<file path="config.mk">
export PLATFORM = sky130hd
export DESIGN_NAME = led_strip_blink_scheduler_flat
export DESIGN_NICKNAME = d
export VERILOG_FILES = /design/src/rtl/lsbs_pkg.sv /design/src/rtl/lsbs_if.sv /design/src/rtl/led_strip_blink_scheduler.sv /design/src/rtl/lsbs_front.sv /design/src/rtl/lsbs_queue.sv /design/src/rtl/lsbs_back.sv /design/src/flat_wrapper.sv
export SDC_FILE = /design/constraint.sdc
export NUM_CORES = 2
export LEC_CHECK = 0
export BUFFER_PORTS_ARGS = -buffer_cell sky130_fd_sc_hd__buf_2
export CAP_MARGIN = 20
export CORE_MARGIN = 5
export CORE_UTILIZATION = 46
export DETAILED_ROUTE_END_ITERATION = 8
export PLACE_DENSITY = 0.64
export SETUP_SLACK_MARGIN = 0.3
export SLEW_MARGIN = 20
export SYNTH_ARGS = -nofsm -noshare
export SYNTH_HDL_FRONTEND = slang
export SYNTH_SLANG_ARGS = --single-unit
</file>
<file path="constraint.sdc">
create_clock -name clk -period 18.8 [get_ports clk]
set_input_delay 2.82 -clock clk [delete_from_list [all_inputs] [get_ports clk]]
set_output_delay 2.82 -clock clk [all_outputs]
set_load 0.01 [all_outputs]
</file>
<file path="src/rtl/lsbs_pkg.sv">
// Shared types, constants and helpers for the LED strip blink scheduler.
package lsbs_pkg;

  localparam int LED_SLOTS     = 32;
  localparam int TICK_FRAME_MS = 200;

  localparam int TAB_AW     = $clog2(LED_SLOTS);
  localparam int WALK_W     = TAB_AW + 1;
  localparam int IDX_W      = 5;
  localparam int CNT_W      = 9;
  localparam int LEDS_W     = 6;
  localparam int LEDS_RESET = 32;
  localparam logic [CNT_W-1:0] PERIOD_MAX = '1;

  localparam int ADDR_W = 3;
  localparam int DATA_W = 32;
  localparam logic REG_LEDS_IN_USE = 1'b0;

  localparam int QUEUE_DEPTH = 2;
  localparam int QPTR_W      = $clog2(QUEUE_DEPTH);
  localparam int QCNT_W      = $clog2(QUEUE_DEPTH + 1);

  // floor(ms / TICK_FRAME_MS) by reciprocal multiply, exact for 16-bit ms
  localparam int RECIP_SHIFT = 26;
  localparam int RECIP_W     = 27;
  localparam logic [RECIP_W-1:0] RECIP =
    RECIP_W'((2**RECIP_SHIFT + TICK_FRAME_MS - 1) / TICK_FRAME_MS);
  localparam int PROD_W = 16 + RECIP_W;

  typedef enum logic [1:0] {
    CMD_SET   = 2'd0,
    CMD_BLINK = 2'd1,
    CMD_CLEAR = 2'd2,
    CMD_TICK  = 2'd3
  } cmd_t;

  typedef enum logic [1:0] {
    ACT_PIXEL   = 2'd0,
    ACT_REFRESH = 2'd1,
    ACT_CLEAR   = 2'd2
  } action_t;

  typedef struct packed {
    cmd_t              cmd;
    logic [TAB_AW-1:0] idx;
    logic [23:0]       rgb;
    logic [CNT_W-1:0]  lit_span;
    logic [CNT_W-1:0]  dark_span;
    logic              start_lit;
  } entry_t;

  function automatic logic [CNT_W-1:0] ms_to_ticks(input logic [15:0] ms);
    logic [PROD_W-1:0]             prod;
    logic [PROD_W-RECIP_SHIFT-1:0] q;
    prod = PROD_W'(ms) * PROD_W'(RECIP);
    q    = prod[PROD_W-1:RECIP_SHIFT];
    if (q > (PROD_W-RECIP_SHIFT)'(PERIOD_MAX)) begin
      return PERIOD_MAX;
    end
    return q[CNT_W-1:0];
  endfunction

endpackage

</file>
<file path="src/rtl/lsbs_if.sv">
// Command and result channel interfaces.
interface lsbs_in_if;
  logic        valid;
  logic        ready;
  logic [1:0]  cmd;
  logic [4:0]  led_index;
  logic [7:0]  red_in;
  logic [7:0]  green_in;
  logic [7:0]  blue_in;
  logic [15:0] on_time_ms;
  logic [15:0] off_time_ms;
  logic        start_lit;

  modport source (output valid, cmd, led_index, red_in, green_in, blue_in,
                  on_time_ms, off_time_ms, start_lit, input ready);
  modport sink (input valid, cmd, led_index, red_in, green_in, blue_in,
                on_time_ms, off_time_ms, start_lit, output ready);
endinterface

interface lsbs_out_if;
  logic       valid;
  logic       ready;
  logic [1:0] action;
  logic [4:0] pixel_index;
  logic [7:0] red_out;
  logic [7:0] green_out;
  logic [7:0] blue_out;
  logic       last_of_run;

  modport source (output valid, action, pixel_index, red_out, green_out, blue_out,
                  last_of_run, input ready);
  modport sink (input valid, action, pixel_index, red_out, green_out, blue_out,
                last_of_run, output ready);
endinterface

</file>
<file path="src/rtl/led_strip_blink_scheduler.sv">
// LED strip blink scheduler top level: command intake, queue, execution, APB register.
// Commands are queued at intake; results are registered as the queue head executes.
// Set and set-blink emit 2 results, a pixel then a refresh; reset-all emits a clear.
// Tick walks min(leds_in_use, 32) LEDs, one per cycle unless an output stall holds it.
// A two-entry queue lets intake run ahead of the walk; output stalls pause the walk.
// Reset (rst, synchronous) clears the LED table at once and sets leds_in_use to 32.
module led_strip_blink_scheduler (
  input  logic                          clk,
  input  logic                          rst,
  lsbs_in_if.sink                       items,
  lsbs_out_if.source                    results,
  input  logic                          psel,
  input  logic                          penable,
  input  logic                          pwrite,
  input  logic [lsbs_pkg::ADDR_W-1:0]   paddr,
  input  logic [lsbs_pkg::DATA_W-1:0]   pwdata,
  output logic [lsbs_pkg::DATA_W-1:0]   prdata,
  output logic                          pready
);
  import lsbs_pkg::*;

  logic [LEDS_W-1:0] leds_in_use;
  logic              push;
  logic              pop;
  logic              q_full;
  logic              q_empty;
  entry_t            push_entry;
  entry_t            head;

  assign pready = 1'b1;
  assign prdata = (paddr[2] == REG_LEDS_IN_USE) ? DATA_W'(leds_in_use) : '0;

  always_ff @(posedge clk) begin
    if (rst) begin
      leds_in_use <= LEDS_W'(LEDS_RESET);
    end else if (psel && penable && pwrite && (paddr[2] == REG_LEDS_IN_USE)) begin
      leds_in_use <= pwdata[LEDS_W-1:0];
    end
  end

  lsbs_front u_front (
    .items      (items),
    .q_full     (q_full),
    .push       (push),
    .push_entry (push_entry)
  );

  lsbs_queue u_queue (
    .clk        (clk),
    .rst        (rst),
    .push       (push),
    .push_entry (push_entry),
    .pop        (pop),
    .head       (head),
    .full       (q_full),
    .empty      (q_empty)
  );

  lsbs_back u_back (
    .clk         (clk),
    .rst         (rst),
    .leds_in_use (leds_in_use),
    .head        (head),
    .q_empty     (q_empty),
    .pop         (pop),
    .results     (results)
  );

endmodule

</file>
<file path="src/rtl/lsbs_front.sv">
// Command intake: range check, period conversion, push to the queue.
module lsbs_front (
  lsbs_in_if.sink          items,
  input  logic             q_full,
  output logic             push,
  output lsbs_pkg::entry_t push_entry
);
  import lsbs_pkg::*;

  cmd_t cmd;
  logic in_range;

  assign cmd         = cmd_t'(items.cmd);
  assign in_range    = ({1'b0, items.led_index} < (IDX_W+1)'(LED_SLOTS));
  assign items.ready = !q_full;
  assign push        = items.valid && !q_full &&
                       (in_range || (cmd == CMD_CLEAR) || (cmd == CMD_TICK));

  always_comb begin
    push_entry.cmd       = cmd;
    push_entry.idx       = TAB_AW'(items.led_index);
    push_entry.rgb       = {items.red_in, items.green_in, items.blue_in};
    push_entry.lit_span  = ms_to_ticks(items.on_time_ms);
    push_entry.dark_span = ms_to_ticks(items.off_time_ms);
    push_entry.start_lit = items.start_lit;
  end

endmodule

</file>
<file path="src/rtl/lsbs_queue.sv">
// Short command queue between intake and execution.
module lsbs_queue (
  input  logic             clk,
  input  logic             rst,
  input  logic             push,
  input  lsbs_pkg::entry_t push_entry,
  input  logic             pop,
  output lsbs_pkg::entry_t head,
  output logic             full,
  output logic             empty
);
  import lsbs_pkg::*;

  entry_t            slots [QUEUE_DEPTH];
  logic [QPTR_W-1:0] wr_ptr;
  logic [QPTR_W-1:0] rd_ptr;
  logic [QCNT_W-1:0] count;

  assign full  = (count == QCNT_W'(QUEUE_DEPTH));
  assign empty = (count == '0);
  assign head  = slots[rd_ptr];

  always_ff @(posedge clk) begin
    if (rst) begin
      wr_ptr <= '0;
      rd_ptr <= '0;
      count  <= '0;
    end else begin
      if (push) begin
        slots[wr_ptr] <= push_entry;
        wr_ptr <= (wr_ptr == QPTR_W'(QUEUE_DEPTH-1)) ? '0 : wr_ptr + 1'b1;
      end
      if (pop) begin
        rd_ptr <= (rd_ptr == QPTR_W'(QUEUE_DEPTH-1)) ? '0 : rd_ptr + 1'b1;
      end
      if (push && !pop) begin
        count <= count + 1'b1;
      end else if (pop && !push) begin
        count <= count - 1'b1;
      end
    end
  end

endmodule

</file>
<file path="src/rtl/lsbs_back.sv">
// Command execution: LED table, tick walk and result register.
module lsbs_back (
  input  logic                      clk,
  input  logic                      rst,
  input  logic [lsbs_pkg::LEDS_W-1:0] leds_in_use,
  input  lsbs_pkg::entry_t          head,
  input  logic                      q_empty,
  output logic                      pop,
  lsbs_out_if.source                results
);
  import lsbs_pkg::*;

  typedef enum logic [1:0] {S_IDLE, S_REFRESH, S_WALK} state_t;

  state_t            state;
  logic [23:0]       colour    [LED_SLOTS];
  logic              blink     [LED_SLOTS];
  logic              lit       [LED_SLOTS];
  logic [CNT_W-1:0]  tick_cnt  [LED_SLOTS];
  logic [CNT_W-1:0]  on_per    [LED_SLOTS];
  logic [CNT_W-1:0]  off_per   [LED_SLOTS];
  logic [WALK_W-1:0] walk;
  logic              any;

  logic              out_free;
  logic [TAB_AW-1:0] wa;
  logic [LEDS_W:0]   limit;
  logic              walk_done;
  logic [CNT_W-1:0]  cnt_inc;
  logic [CNT_W-1:0]  period;
  logic              toggle;
  logic              load;

  assign out_free  = !results.valid || results.ready;
  assign pop       = (state == S_IDLE) && !q_empty && out_free;
  assign wa        = walk[TAB_AW-1:0];
  assign limit     = ({1'b0, leds_in_use} > (LEDS_W+1)'(LED_SLOTS)) ?
                     (LEDS_W+1)'(LED_SLOTS) : {1'b0, leds_in_use};
  assign walk_done = ((LEDS_W+1)'(walk) >= limit);

  always_comb begin
    cnt_inc = (tick_cnt[wa] < PERIOD_MAX) ? tick_cnt[wa] + 1'b1 : tick_cnt[wa];
    period  = lit[wa] ? on_per[wa] : off_per[wa];
    toggle  = (cnt_inc >= period);
  end

  always_comb begin
    case (state)
      S_IDLE:    load = pop && (head.cmd != CMD_TICK);
      S_REFRESH: load = out_free;
      S_WALK: begin
        if (walk_done) begin
          load = any && out_free;
        end else begin
          load = blink[wa] && toggle && out_free;
        end
      end
      default:   load = 1'b0;
    endcase
  end

  always_ff @(posedge clk) begin
    if (rst) begin
      state         <= S_IDLE;
      results.valid <= 1'b0;
      walk          <= '0;
      any           <= 1'b0;
      for (int i = 0; i < LED_SLOTS; i++) begin
        colour[i]   <= '0;
        blink[i]    <= 1'b0;
        lit[i]      <= 1'b0;
        tick_cnt[i] <= '0;
        on_per[i]   <= '0;
        off_per[i]  <= '0;
      end
    end else begin
      results.valid <= load || (results.valid && !results.ready);
      case (state)
        S_IDLE: begin
          if (pop) begin
            case (head.cmd)
              CMD_SET: begin
                colour[head.idx]      <= head.rgb;
                blink[head.idx]       <= 1'b0;
                tick_cnt[head.idx]    <= '0;
                results.action        <= ACT_PIXEL;
                results.pixel_index   <= IDX_W'(head.idx);
                {results.red_out, results.green_out, results.blue_out} <= head.rgb;
                results.last_of_run   <= 1'b0;
                state                 <= S_REFRESH;
              end
              CMD_BLINK: begin
                colour[head.idx]      <= head.rgb;
                blink[head.idx]       <= 1'b1;
                tick_cnt[head.idx]    <= '0;
                lit[head.idx]         <= head.start_lit;
                on_per[head.idx]      <= head.lit_span;
                off_per[head.idx]     <= head.dark_span;
                results.action        <= ACT_PIXEL;
                results.pixel_index   <= IDX_W'(head.idx);
                {results.red_out, results.green_out, results.blue_out} <=
                  head.start_lit ? head.rgb : 24'd0;
                results.last_of_run   <= 1'b0;
                state                 <= S_REFRESH;
              end
              CMD_CLEAR: begin
                for (int i = 0; i < LED_SLOTS; i++) begin
                  colour[i]   <= '0;
                  blink[i]    <= 1'b0;
                  lit[i]      <= 1'b0;
                  tick_cnt[i] <= '0;
                end
                results.action        <= ACT_CLEAR;
                results.pixel_index   <= '0;
                {results.red_out, results.green_out, results.blue_out} <= 24'd0;
                results.last_of_run   <= 1'b1;
              end
              CMD_TICK: begin
                walk  <= '0;
                any   <= 1'b0;
                state <= S_WALK;
              end
              default: state <= S_IDLE;
            endcase
          end
        end
        S_REFRESH: begin
          if (out_free) begin
            results.action        <= ACT_REFRESH;
            results.pixel_index   <= '0;
            {results.red_out, results.green_out, results.blue_out} <= 24'd0;
            results.last_of_run   <= 1'b1;
            state                 <= S_IDLE;
          end
        end
        S_WALK: begin
          if (walk_done) begin
            if (!any) begin
              state <= S_IDLE;
            end else if (out_free) begin
              results.action        <= ACT_REFRESH;
              results.pixel_index   <= '0;
              {results.red_out, results.green_out, results.blue_out} <= 24'd0;
              results.last_of_run   <= 1'b1;
              state                 <= S_IDLE;
            end
          end else if (!blink[wa]) begin
            walk <= walk + 1'b1;
          end else if (!toggle) begin
            tick_cnt[wa] <= cnt_inc;
            walk         <= walk + 1'b1;
          end else if (out_free) begin
            tick_cnt[wa]          <= '0;
            lit[wa]               <= !lit[wa];
            any                   <= 1'b1;
            results.action        <= ACT_PIXEL;
            results.pixel_index   <= IDX_W'(walk);
            {results.red_out, results.green_out, results.blue_out} <=
              lit[wa] ? 24'd0 : colour[wa];
            results.last_of_run   <= 1'b0;
            walk                  <= walk + 1'b1;
          end
        end
        default: state <= S_IDLE;
      endcase
    end
  end

endmodule

</file>
<file path="src/flat_wrapper.sv">
// flat-port wrapper written by rule: the top's interface ports become plain ports
module led_strip_blink_scheduler_flat import lsbs_pkg::*;
  (clk, rst, psel, penable, pwrite, paddr, pwdata, prdata, pready, items_valid, items_cmd, items_led_index, items_red_in, items_green_in, items_blue_in, items_on_time_ms, items_off_time_ms, items_start_lit, items_ready, results_valid, results_action, results_pixel_index, results_red_out, results_green_out, results_blue_out, results_last_of_run, results_ready);
  lsbs_in_if items_i ();
  lsbs_out_if results_i ();
  input  logic clk;
  input  logic rst;
  input  logic psel;
  input  logic penable;
  input  logic pwrite;
  input  logic [lsbs_pkg::ADDR_W-1:0] paddr;
  input  logic [lsbs_pkg::DATA_W-1:0] pwdata;
  output logic [lsbs_pkg::DATA_W-1:0] prdata;
  output logic pready;
  input wire logic [$bits(items_i.valid)-1:0] items_valid;
  input wire logic [$bits(items_i.cmd)-1:0] items_cmd;
  input wire logic [$bits(items_i.led_index)-1:0] items_led_index;
  input wire logic [$bits(items_i.red_in)-1:0] items_red_in;
  input wire logic [$bits(items_i.green_in)-1:0] items_green_in;
  input wire logic [$bits(items_i.blue_in)-1:0] items_blue_in;
  input wire logic [$bits(items_i.on_time_ms)-1:0] items_on_time_ms;
  input wire logic [$bits(items_i.off_time_ms)-1:0] items_off_time_ms;
  input wire logic [$bits(items_i.start_lit)-1:0] items_start_lit;
  output wire logic [$bits(items_i.ready)-1:0] items_ready;
  output wire logic [$bits(results_i.valid)-1:0] results_valid;
  output wire logic [$bits(results_i.action)-1:0] results_action;
  output wire logic [$bits(results_i.pixel_index)-1:0] results_pixel_index;
  output wire logic [$bits(results_i.red_out)-1:0] results_red_out;
  output wire logic [$bits(results_i.green_out)-1:0] results_green_out;
  output wire logic [$bits(results_i.blue_out)-1:0] results_blue_out;
  output wire logic [$bits(results_i.last_of_run)-1:0] results_last_of_run;
  input wire logic [$bits(results_i.ready)-1:0] results_ready;
  assign items_i.valid = items_valid;
  assign items_i.cmd = items_cmd;
  assign items_i.led_index = items_led_index;
  assign items_i.red_in = items_red_in;
  assign items_i.green_in = items_green_in;
  assign items_i.blue_in = items_blue_in;
  assign items_i.on_time_ms = items_on_time_ms;
  assign items_i.off_time_ms = items_off_time_ms;
  assign items_i.start_lit = items_start_lit;
  assign items_ready = items_i.ready;
  assign results_valid = results_i.valid;
  assign results_action = results_i.action;
  assign results_pixel_index = results_i.pixel_index;
  assign results_red_out = results_i.red_out;
  assign results_green_out = results_i.green_out;
  assign results_blue_out = results_i.blue_out;
  assign results_last_of_run = results_i.last_of_run;
  assign results_i.ready = results_ready;
  led_strip_blink_scheduler u_core (.clk(clk), .rst(rst), .items(items_i), .results(results_i), .psel(psel), .penable(penable), .pwrite(pwrite), .paddr(paddr), .pwdata(pwdata), .prdata(prdata), .pready(pready));
endmodule
</file>
After elaboration in Yosys (flattened, before gate mapping). Memories as Yosys holds them, arrays and structs flattened. A register that Yosys moved wholly into a read port is not among the register bits. Index checks and enable logic that the tools add are counted.

Reductions and logical operators: 42. Bitwise operators: 134. Magnitude comparators: 4. Mux-type cells: 289. Multipliers: 2. Add/sub/neg operators: 6. Eq/ne operators: 22.

Operator list (number): $mux W24 (36); $mux W9 (40); $mux W8 (21); $pmux W8 S3 (6); $mux W5 (27); $or A1 B1 Y1 (132); $mux W1 (127); $mul A16 B19 Y35 const B (2); $mux W6 (8); $reduce_or A9 Y1 (4); $mux W2 (13); $reduce_or A24 Y1 (1); $reduce_and A8 Y1 (2); $pmux W5 S3 (1); $ne A2 B2 Y1 const B (7); $logic_and A1 B1 Y1 (13); $ne A3 B3 Y1 const B (4); $pmux W2 S3 (2); $pmux W6 S2 (1); $pmux W5 S2 (1); $add A9 B1 Y9 const B (1); $ge A9 B9 Y1 (1); $lt A9 B9 Y1 const B (1); $eq A2 B2 Y1 const B (4); 25 further kinds (44).

Bits in registers: 52. Output and inout bits: 67. Logic and storage cells: 520. Bits in writable memories: 1796. Memories: 7. Input port bits: 106.

Memories: u_core.u_back.colour (depth 32, bits a word 24, read ports 1, clocked after memory_dff 1, write ports 32, line lsbs_back.sv:16) `logic [23:0] colour [LED_SLOTS];`; u_core.u_back.off_per (depth 32, bits a word 9, read ports 1, clocked after memory_dff 1, write ports 32, line lsbs_back.sv:21) `logic [CNT_W-1:0] off_per [LED_SLOTS];`; u_core.u_back.on_per (depth 32, bits a word 9, read ports 1, clocked after memory_dff 1, write ports 32, line lsbs_back.sv:20) `logic [CNT_W-1:0] on_per [LED_SLOTS];`; u_core.u_back.tick_cnt (depth 32, bits a word 9, read ports 1, clocked after memory_dff 1, write ports 32, line lsbs_back.sv:19) `logic [CNT_W-1:0] tick_cnt [LED_SLOTS];`; u_core.u_queue.slots (depth 2, bits a word 50, read ports 1, clocked after memory_dff 1, write ports 1, line lsbs_queue.sv:14) `entry_t slots [QUEUE_DEPTH];`; u_core.u_back.blink (depth 32, bits a word 1, read ports 1, clocked after memory_dff 1, write ports 32, line lsbs_back.sv:17) `logic blink [LED_SLOTS];`; +1 memories.

Depth between registers and ports, before layout.
Depth after elaboration: 12. Mapped depth: 23. Depth with buffers taken out: 21.

By module. A second synthesis with hierarchy kept.

Cells, all modules: 6533. Area, all modules: 95048.7 µm².

By module, submodules not included: lsbs_back (cells each 5213, seq. area each 52190.1 µm², times used 1, area an instance 80257.0 µm²); lsbs_front (cells each 1080, seq. area each 0.0 µm², times used 1, area an instance 10446.3 µm²); lsbs_queue (cells each 178, seq. area each 3103.0 µm², times used 1, area an instance 3807.4 µm²); led_strip_blink_scheduler (cells each 62, seq. area each 120.1 µm², times used 1, area an instance 538.0 µm²).

Worst setup path before layout. OpenSTA, ideal clock, no wires.

Path type: input to register. Start: input items_off_time_ms[10]. End: memory u_core.u_queue.slots[0][9] (netlist bit) (data pin). Data arrival time: 7.941 ns. Path slack: 10.578 ns. Setup time: 0.281 ns. Stages on the path: 17. Cells stage by stage: fa_1 > inv_1 > fa_1 > inv_1 > fa_1 > fa_1 > fa_1 > fa_1 > ha_1 > a21oi_1 > o22ai_1 > nor4_1 > a21oi_1 > o311ai_0 > o21ai_0 > o31ai_1 > a211oi_1.

RTL lines: start: declaration (line flat_wrapper.sv:22) `input wire logic [$bits(items_i.off_time_ms)-1:0] items_off_time_ms;`; end: declaration (line lsbs_queue.sv:14).

==> results.cfg <==
[status]
status = complete, no violations

[finish]
drive_gt1_share_pct = 20.1
final_nets = 6903
final_core_util_pct = 51.3
area_growth_pct = 10.9
fin_area_um2 = 101000

[clock_network]
cts-root-buf = clkbuf_16
cts_tree = done
numCtsBuffers = 185
clkTransAtPathRegs_ps = 60
cts_resized = 0
post_cts_buffers = 0
clock_latency_ps = 850
cts.sinks = 1854
htree_levels = 4
cts_hold_buf = 0
cts_buffer_depth = 3

[critical_path]
cp_data_arrival_time_ps = 9880
cpPeakStageDelay_ps = 900
startpoint_type = flip-flop
crit_fanout = 51
setup.worst_path.end_class = flip-flop
crit_path_cell_trace = buf_4, buf_4, buf_4, mux4_2, mux2i_1, a21oi_1, mux4_2, a41oi_2, a21oi_1, a31oi_4, inv_2, ha_1, a21oi_1, nor2b_1, o21ai_0, o211ai_1, a21oi_1, o21a_2, buf_4, mux2i_2, nand2_1
cp.required_ps = 19230
cpMaxStageDelayCell = buf_4
critPathKind = flip-flop to flip-flop

[sta]
slew-limit-headroom_pct = 18.0
slew_viol_final = 0
hold_viol_final = 0
timing.final.crit_period_ps = 9450
setup_violations = 0
rsz0062_at_grt = false
fmax_mhz = 106
final.setup_skew_ps = 34.8
final.period_utilization_pct = 50.2
worst_slew_pin_slew_ps = 1230
tns_ps = 0
worst_slack_ps = 9350

[power]
power.share.clock_pct = 29.1
p_comb_share_pct = 28.5
p_sw_share_pct = 31.2
intPower_w = 0.00849
peakVddDrop_mv = 0.106
seq_power_share_pct = 42.4
p_switching_w = 0.00386
p_per_area_nw_per_um2 = 122
p_leak_nw = 37.2
total_power_w = 0.0123

[detailed_routing]
num_vias = 53139
finalWirelength_um = 242000
drt_iter0_markers = 6277
viasPerCell = 5.85
drc = 0
detail-route-antenna-nets = 0
wl_per_cell_um = 26.7
first_pass_iters = 6

[floorplan]
die_w_um = 455
die_h_um = 455
core_um2 = 197000
io_pins = 173
dieArea_um2 = 207000
rows = 163
start_util_pct = 46.2

[synthesis]
yosys.cell_count.top_type = edfxtp_1
ys_types = 70
async_reset_ff_share_pct = 0
ys_seq_area_share_pct = 60.8
ys_ff_latch = 1854
synthCells = 6284
synth_area_leaders = edfxtp_1 60%, mux4_2 13%, nor2_1 6.7%
synth_top_area_share_pct = 60.2
synth_area_per_cell_um2 = 14.5
ys_warn_count = 0
synth-edff-count = 1828
netlist_top_cells_count = 1828 x edfxtp_1, 1636 x nor2_1, 531 x mux4_2
yosys.area.top_type = edfxtp_1
synth_flop_cell = edfxtp_1
syn_area_um2 = 91200

[place]
postPlaceCellArea_um2 = 95000
port_buffers = 117
place.gp.congestion = 0.848
place_hpwl_um = 151000
dpl_worst_slack_ps = 9460

[min_path]
hp-class = flip-flop to flip-flop

[global_routing]
grt_pass1_vias = 54612
grt-ovfl-total = 0
antenna_found_initial = 5
grt_max_degree = 143
grt_usage_pct = 23.5
grt_first_pass_wirelength_um = 360000

[run]
cap_violations = 0
worst max-delay path, delay by kind of cell, from the launching register on:
family	cells	cell delay, ps
adders and majority gates	1	190
buffers and inverters	5	2990
DFF	1	640
AOI/OAI and AO/OA	9	2300
and+or+nand+nor	2	600
muxes	4	2200
worst paths after layout:
check	startpoint	endpoint	slack [ps]	cells after the start
max	flip-flop	u_core.u_back.tick_cnt[15][6]	9350	21
min reg2reg	u_core.u_back.any	u_core.u_back.any	500	2
min	u_core.u_back.any	u_core.u_back.any	500	2
max reg2reg	flip-flop	u_core.u_back.tick_cnt[15][6]	9350	21
power groups by stage:
stage	combinational (W)	clock [W]	sequential, W
final	0.00351	0.00360	0.00524
after global routing	0.00390	0.00381	0.00527
after CTS	0.00351	0.00364	0.00524
after detailed placement	0.00348	0	0.00532
after global placement	0.00341	0	0.00529
after floorplan	0.00239	0	0.00524
kinds of logic after synthesis:
kind of cell | count (synthesis) | synth area share [%]
multiplexers | 698 | 15.2
AND/OR/NAND/NOR | 2090 | 9.53
XOR/XNOR | 24 | 0.230
flip-flops | 1854 | 60.8
buffers and inverters | 855 | 3.87
AO/OA/AOI/OAI | 253 | 1.80
adder cells (fa/ha/maj) | 508 | 8.62
other | 2 | 0.00823
per-layer routing:
| layer | track usage, % | vias up | part of all wire [%] |
|---|---|---|---|
| li1 | - | 22775 | - |
| met5 | 0 | - | 0.0099 |
| met4 | 8.23 | 4 | 3.7 |
| met2 | 40.3 | 2388 | 51 |
| met3 | 3.71 | 463 | 8.1 |
| met1 | 30.7 | 27509 | 38 |
flip-flops by register name (all words and copies together) (netlist names), 2 cells and up, named ones only:
register,cells
u_core.u_back.results.red_out,8
u_core.u_back.colour,768
u_core.u_back.blink,32
u_core.u_back.on_per,288
u_core.u_back.results.blue_out,8
u_core.u_back.tick_cnt,288
u_core.u_back.state,2
u_core.u_queue.count,2
u_core.u_back.results.green_out,8
u_core.u_back.results.action,2
u_core.u_back.walk,6
u_core.leds_in_use,6
u_core.u_queue.slots,100
u_core.u_back.off_per,288
u_core.u_back.lit,32
u_core.u_back.results.pixel_index,5
layout make-up:
class	instances	area (um2)
diodes	1	2.50
clock buffers	239	4920
clock inverters	95	876
fillers	16356	96000
inverters	357	1350
multi-input cells	3600	33000
flip-flops and latches	1854	55400
well taps	2640	3300
repair buffers	291	2310
placed cells by master, fill, tap and decap left out, types with 15 or more instances in the layout:
master | Yosys | final
o21ai_0 | 66 | 65
clkbuf_1 | 365 | 50
nor2_1 | 1636 | 1636
mux2_2 | 44 | 44
buf_4 | 37 | 150
conb_1 | 2 | 27
mux2_4 | 30 | 30
edfxtp_1 | 1828 | 1828
or2_2 | 21 | 21
nand2b_1 | 44 | 37
nor3_2 | 58 | 59
a21oi_1 | 46 | 45
clkinv_1 | 0 | 42
nand2_1 | 180 | 177
buf_16 | 0 | 18
nand4_1 | 20 | 20
mux2i_1 | 91 | 49
nor3_1 | 54 | 53
mux4_2 | 531 | 531
mux2i_4 | 1 | 43
nand3_1 | 22 | 22
ha_1 | 308 | 308
xnor2_1 | 16 | 15
inv_1 | 355 | 355
fa_1 | 200 | 200
o22ai_1 | 32 | 32
nor2b_1 | 19 | 19
a21o_1 | 20 | 19
clkinv_2 | 0 | 24
a22oi_1 | 34 | 34
clkbuf_16 | 0 | 189
buf_2 | 36 | 117
dfxtp_1 | 26 | 21
metrics by stage:
step | std cells | hold slack (ps)
after detailed placement | 8729 | 484
after global routing | 9077 | 523
final | 9077 | 495
after global placement | 8722 | 478
after CTS | 9063 | 494
after floorplan | 6309 | 459
(Power assumes the default switching activity.)
